$ cat src/design/gcd_pkg.sv
`timescale 1ns / 1ps
// Shared constants, types and elaboration-time table functions for the
// great-circle distance unit. No dependencies.
package gcd_pkg;

   // Field widths of the channels and configuration port.
   localparam int LAT_W      = 23;
   localparam int LON_W      = 24;
   localparam int DIST_W     = 25;
   localparam int MAG_W      = 24;
   localparam int CSR_ADDR_W = 4;
   localparam int CSR_DATA_W = 24;

   // Configuration register indexes.
   localparam logic [CSR_ADDR_W-1:0] REG_ORIGIN_LAT = CSR_ADDR_W'(0);
   localparam logic [CSR_ADDR_W-1:0] REG_ORIGIN_LON = CSR_ADDR_W'(1);

   // Rotation lanes: two half-angle differences and two full latitudes.
   localparam int NUM_LANES = 4;
   localparam int LANE_DLAT = 0;
   localparam int LANE_DLON = 1;
   localparam int LANE_OLAT = 2;
   localparam int LANE_TLAT = 3;

   typedef logic signed [LAT_W-1:0] lat_type;
   typedef logic signed [LON_W-1:0] lon_type;
   typedef logic [MAG_W-1:0]        mag_type;
   typedef logic [DIST_W-1:0]       dist_type;

   localparam lat_type LAT_MAX = 23'sd3240000;
   localparam lat_type LAT_MIN = -23'sd3240000;
   localparam lon_type LON_MAX = 24'sd6480000;
   localparam lon_type LON_MIN = -24'sd6480000;

   // pi in Q61 and radians per tenth of arcsecond in Q81.
   localparam logic [63:0] PI_Q61        = 64'h6487ED5110B4611A;
   localparam logic [63:0] TENTHS_PER_PI = 64'd6480000;
   localparam logic [63:0] RAD_Q81 = ((PI_Q61 / TENTHS_PER_PI) << 20)
      + (((PI_Q61 % TENTHS_PER_PI) << 20) / TENTHS_PER_PI);
   localparam logic [31:0] RAD_HI = RAD_Q81[63:32];
   localparam logic [31:0] RAD_LO = RAD_Q81[31:0];

   // Twice the sphere radius in meters.
   localparam logic [23:0] TWO_RADIUS_M = 24'd12745600;

   // Shift-and-subtract division, used only while building constants.
   function automatic logic [63:0] long_div(input logic [63:0] num, input logic [63:0] den);
      logic [64:0] rem;
      logic [63:0] quo;
      rem = '0;
      quo = '0;
      for (int b = 63; b >= 0; b--) begin
         rem = {rem[63:0], num[b]};
         if (rem >= {1'b0, den}) begin
            rem    = rem - {1'b0, den};
            quo[b] = 1'b1;
         end
      end
      return quo;
   endfunction

   // atan(2^-i) in Q62 by its power series.
   function automatic logic [63:0] atan_q62(input int i);
      logic signed [63:0] acc;
      logic [63:0]        t;
      int                 e;
      acc = '0;
      if (i == 0) begin
         acc = signed'(PI_Q61 >> 1);
      end else begin
         for (int k = 0; k < 32; k++) begin
            e = i * (2 * k + 1);
            if (e <= 62) begin
               t   = long_div(64'd1 << (62 - e), 64'(2 * k + 1));
               acc = ((k & 1) != 0) ? acc - signed'(t) : acc + signed'(t);
            end
         end
      end
      return acc;
   endfunction

   // atan(2^-i) rounded to f fraction bits.
   function automatic logic [63:0] atan_f(input int i, input int f);
      return (atan_q62(i) + (64'd1 << (61 - f))) >> (62 - f);
   endfunction

   // CORDIC start value: inverse gain of n stages, rounded to f fraction bits.
   function automatic logic [63:0] gain_f(input int n, input int f);
      logic [63:0]  q;
      logic [63:0]  r;
      logic [63:0]  c;
      logic [127:0] sq;
      q = 64'd1 << 62;
      r = '0;
      for (int i = 0; i < n; i++) begin
         if (2 * i <= 62) begin
            q = q - long_div(q, (64'd1 << (2 * i)) + 64'd1);
         end
      end
      for (int b = 63; b >= 0; b--) begin
         c  = r | (64'd1 << b);
         sq = {64'd0, c} * {64'd0, c};
         if (sq <= {q, 64'd0}) begin
            r = c;
         end
      end
      return (r + (64'd1 << (62 - f))) >> (63 - f);
   endfunction

   function automatic logic [63:0] half_pi_f(input int f);
      return (PI_Q61 + (64'd1 << (61 - f))) >> (62 - f);
   endfunction

   function automatic logic [63:0] pi_f(input int f);
      return (PI_Q61 + (64'd1 << (60 - f))) >> (61 - f);
   endfunction

   // Coordinate saturation to the legal ranges.
   function automatic lat_type sat_lat(input lat_type v);
      if (v > LAT_MAX) return LAT_MAX;
      if (v < LAT_MIN) return LAT_MIN;
      return v;
   endfunction

   function automatic lon_type sat_lon(input lon_type v);
      if (v > LON_MAX) return LON_MAX;
      if (v < LON_MIN) return LON_MIN;
      return v;
   endfunction

endpackage

$ cat src/design/gcd_sqrt.sv
`timescale 1ns / 1ps
// Pipelined integer square root, one result bit per stage: the root of
// in_value scaled by 2^F, truncated. Depends on gcd_pkg.
module gcd_sqrt import gcd_pkg::*; #(
   parameter int ANGLE_FRAC_BITS = 30
) (
   input  logic                     clock,
   input  logic                     reset,
   input  logic                     en,
   input  logic                     in_valid,
   input  logic [ANGLE_FRAC_BITS:0] in_value,
   output logic                     out_valid,
   output logic [ANGLE_FRAC_BITS:0] out_root
);
   localparam int F  = ANGLE_FRAC_BITS;
   localparam int NB = F + 1;
   localparam int W2 = 2 * F + 2;

   logic [W2-1:0] op_ff  [NB];
   logic [W2-1:0] res_ff [NB];
   logic          v_ff   [NB];

   for (genvar k = 0; k < NB; k++) begin : g_stage
      localparam logic [W2-1:0] BITV = W2'(1) << (2 * (F - k));
      logic [W2-1:0] op_p, res_p, op_in, res_in, trial;
      logic          v_p;

      if (k == 0) begin : g_first
         assign op_p  = W2'({in_value, {F{1'b0}}});
         assign res_p = '0;
         assign v_p   = in_valid;
      end else begin : g_next
         assign op_p  = op_ff[k-1];
         assign res_p = res_ff[k-1];
         assign v_p   = v_ff[k-1];
      end

      // Try the next root bit against the remainder.
      always_comb begin
         trial = res_p + BITV;
         if (op_p >= trial) begin
            op_in  = op_p - trial;
            res_in = (res_p >> 1) + BITV;
         end else begin
            op_in  = op_p;
            res_in = res_p >> 1;
         end
      end

      always_ff @(posedge clock) begin
         if (reset) begin
            v_ff[k] <= 1'b0;
         end else if (en) begin
            v_ff[k] <= v_p;
         end
      end

      always_ff @(posedge clock) begin
         if (en) begin
            op_ff[k]  <= op_in;
            res_ff[k] <= res_in;
         end
      end
   end

   assign out_valid = v_ff[NB-1];
   assign out_root  = res_ff[NB-1][F:0];

endmodule

$ cat config.mk
export PLATFORM = sky130hd
export DESIGN_NAME = gcd_sqrt
export DESIGN_NICKNAME = d
export VERILOG_FILES = /design/src/design/gcd_pkg.sv /design/src/design/gcd_sqrt.sv
export SDC_FILE = /design/constraint.sdc
export NUM_CORES = 2
export LEC_CHECK = 0
export CORE_MARGIN = 4
export CORE_UTILIZATION = 40
export DETAILED_ROUTE_END_ITERATION = 12
export DONT_BUFFER_PORTS = 1
export PLACE_DENSITY = 0.51
export RECOVER_POWER = 25
export SLEW_MARGIN = 5
export SYNTH_ARGS = -nofsm -noshare
export SYNTH_HDL_FRONTEND = slang
export SYNTH_SLANG_ARGS = --single-unit
$ cat constraint.sdc
create_clock -name clock -period 9.4 [get_ports clock]
set_input_delay 1.88 -clock clock [delete_from_list [all_inputs] [get_ports clock]]
set_output_delay 1.88 -clock clock [all_outputs]
set_load 0.02 [all_outputs]
==> results.yml <==
die:
  die_h_um: 482
  num_io_pins: 67
  start_util: 0.403
  die_area_um2: 232000
  chipWidth_um: 482
  rows: 173
  core_um2: 223000
timing:
  slew_violations: 0
  clock_skew_ps: 84.5
  rsz0062_at_grt: "no"
  worst_slew_pin_slew_ps: 1400
  setup_tns_ps: 0
  fmax_mhz: 153
  finalSetupViolations: 0
  fin_crit_sh: 0.696
  min_period_ps: 6540
  relSlewSlack: 0.0683
  hold_viol_final: 0
clock_network:
  clock-sinks: 1683
  cts_resized: 0
  h-tree-depth: 4
  clk_pin_slew_ps: 60
  cts_setup_buffers: 0
  hold_buffers: 0
  clock_tree.root_cell: "clkbuf_16"
  cts_buffer_depth: 3
  cts-buffers-inserted: 192
  cts_tree: "done"
  clock_latency_ps: 860
synthesis:
  avgSynthCellArea_um2: 11.4
  synth_edf_count: 1683
  ys_ff_latch: 1683
  synth_cell_types: 89
  ys_seq_area_frac: 0.562
  synth_warnings: 0
  ys_async_sr_fraction: 0
  synth_cells: 7912
  synth_ff_type: "edfxtp_1"
  netlist_area_um2: 89900
layout:
  fillCellCount: 20600
  layout_common_cells: "1683 x edfxtp_1, 632 x inv_1, 619 x nand2_1"
  regArea_um2: 50500
  multi_input_area_um2: 36300
  fin_nets: 8502
  final_common_cell: "edfxtp_1"
  syn2layout_area_growth_pct: 11.1
  drive_gt1_frac: 0.0561
job:
  cap_violations: 0
power:
  switchingPower_uw: 7390
  comb_power_share: 0.240
  p_leak_uw: 0.0381
  power_density_nw_per_um2: 238
  p_seq_frac: 0.448
  p_total_uw: 23800
  vdd_drop_max_mv: 0.191
  p_clk_frac: 0.313
  switching_share: 0.311
  p_int_uw: 16400
setup_path:
  crit_path_start_kind: "input pin"
  cp_max_fo: 245
  reg2reg_depth: 13
  endpoint_kind: "flip-flop"
  crit_chain: "buf_16, buf_16, buf_16, buf_16, buf_16, buf_16, buf_16, buf_16"
  cp.arrival_ps: 6970
  path_common_cell: "buf_16"
  timing.rr.start: "op_ff[1][628]$_SDFFCE_PP0P_"
  rrSetupSlack_ps: 4140
  crit_type: "input pin to flip-flop"
  rr_endpoint: "op_ff[1][731]$_DFFE_PP_"
  cp_data_required_time_ps: 9830
  max_stage_delay_ps: 770
  crit_slowest_cell: "buf_16"
grt:
  gr-usage-all-layers: 0.176
  grt_antenna_before_repair: 6
  grt-ovfl-total: 0
  grt_pass1_wl_um: 327000
  grt_max_degree: 261
  grt_pass1_vias: 59300
place:
  place_hpwl_um: 154000
  gp_congestion: 0.875
  port_buffers: 0
status:
  status: "complete, no violations"
routing:
  wl_um: 207000
  drtIter0Drc: 3967
  routed_via_density: 5.35
  wl_per_cell_um: 18.6
  drcViolationCount: 0
  first_pass_iters: 7
  num_vias: 59300
  ant_nets: 0
min_path:
  min_from: "res_ff[1][701]$_DFFE_PP_"
  hold_end: "res_ff[1][762]$_DFFE_PP_"
  hp-class: "flip-flop to flip-flop"
  hold_depth: 0
-- cell type report --
cell class / instances / share of cell area
antenna: 2 / 0.0000501
clock buffer: 232 / 0.0496
clock inverter: 120 / 0.0143
inverter: 635 / 0.0239
multi-input combinational: 5409 / 0.364
sequential: 1683 / 0.506
tap: 2975 / 0.0373
timing repair buffer: 38 / 0.00510
-- worst max-delay path by stage --
stage,from,to
6_report,en,res_ff[1][898]$_DFFE_PP_
3_3_place_gp,en,op_ff[1][864]$_DFFE_PP_
5_1_grt,en,res_ff[1][898]$_DFFE_PP_
3_5_place_dp,en,op_ff[1][858]$_DFFE_PP_
2_1_floorplan,res_ff[1][208]$_DFFE_PP_,op_ff[1][307]$_DFFE_PP_
4_1_cts,en,op_ff[1][864]$_DFFE_PP_
-- registers in the layout, indices dropped and copies added (netlist names) --
signal  cells
op_ff    1156
res_ff    496
v_ff       31
-- critical path, delay by kind of cell --
kind,cells,cell delay (ps)
buf+inv,8,3930
-- logic make-up (layout without fill, tap and decap cells) --
logic type | after synthesis | count (layout) | synth area share
AOI/OAI and AO/OA | 1690 | 1690 | 0.116
other | 1 | 4 | 0.0000417
buffers and inverters | 821 | 1025 | 0.0345
and+or+nand+nor | 2353 | 2353 | 0.130
xor gates and xnor gates | 779 | 779 | 0.0759
DFF | 1683 | 1683 | 0.562
muxes | 77 | 77 | 0.00955
adders and majority gates | 508 | 508 | 0.0719
-- stage by stage --
stage               setup WS, ps  std cells  cell area, µm²  hold WS (ps)   util
detailed placement          2250      10700           93400           428  0.419
floorplan                   5850       7913           89900           417      -
global placement            2330      10700           93400           429  0.419
CTS                         3170      11100           99800           393  0.448
global route                2520      11100           99900           418  0.448
finish                      2860      11100           99900           408  0.448
-- cells in the mapped netlist, types with 21 or more instances --
cell type,instances,area share
edfxtp_1,1683,0.56
inv_1,632,0.026
nand2_1,619,0.026
nor2_1,567,0.024
a21oi_1,528,0.029
ha_1,494,0.069
o21ai_0,432,0.024
xor2_1,406,0.040
xnor2_1,373,0.036
a21o_1,224,0.019
nor3_1,222,0.012
nor4_1,172,0.012
clkbuf_1,170,0.0071
nand3_1,137,0.0076
nand4_1,92,0.0064
or3_1,85,0.0059
nand2b_1,82,0.0057
o21a_1,79,0.0066
mux2_2,69,0.0086
nor2b_1,67,0.0047
and2_1,61,0.0042
o21bai_1,56,0.0047
or4_1,56,0.0047
a31oi_1,55,0.0038
a211oi_1,47,0.0039
o211ai_1,42,0.0035
o31ai_1,42,0.0035
and3_1,38,0.0026
nand3b_1,31,0.0026
or2_2,31,0.0022
nor4b_1,21,0.0020
-- power by group through the flow --
stage / Sequential [µW] / Clock, µW / Combinational (µW)
global route: 10800 / 8030 / 6390
detailed placement: 10800 / 0 / 5660
global placement: 10800 / 0 / 5610
CTS: 10700 / 7690 / 5700
finish: 10600 / 7430 / 5700
floorplan: 10400 / 0 / 4280
-- per-layer routing --
layer	vias up	global-route usage	wire length, µm	share of wire
li1	29200	-	-	-
met1	28600	0.223	90500	0.44
met2	1184	0.309	102000	0.49
met3	397	0.0239	7630	0.037
met4	0	0.0594	6740	0.033
met5	-	0	0	0
Note: power is estimated with default switching activity, not from simulation.
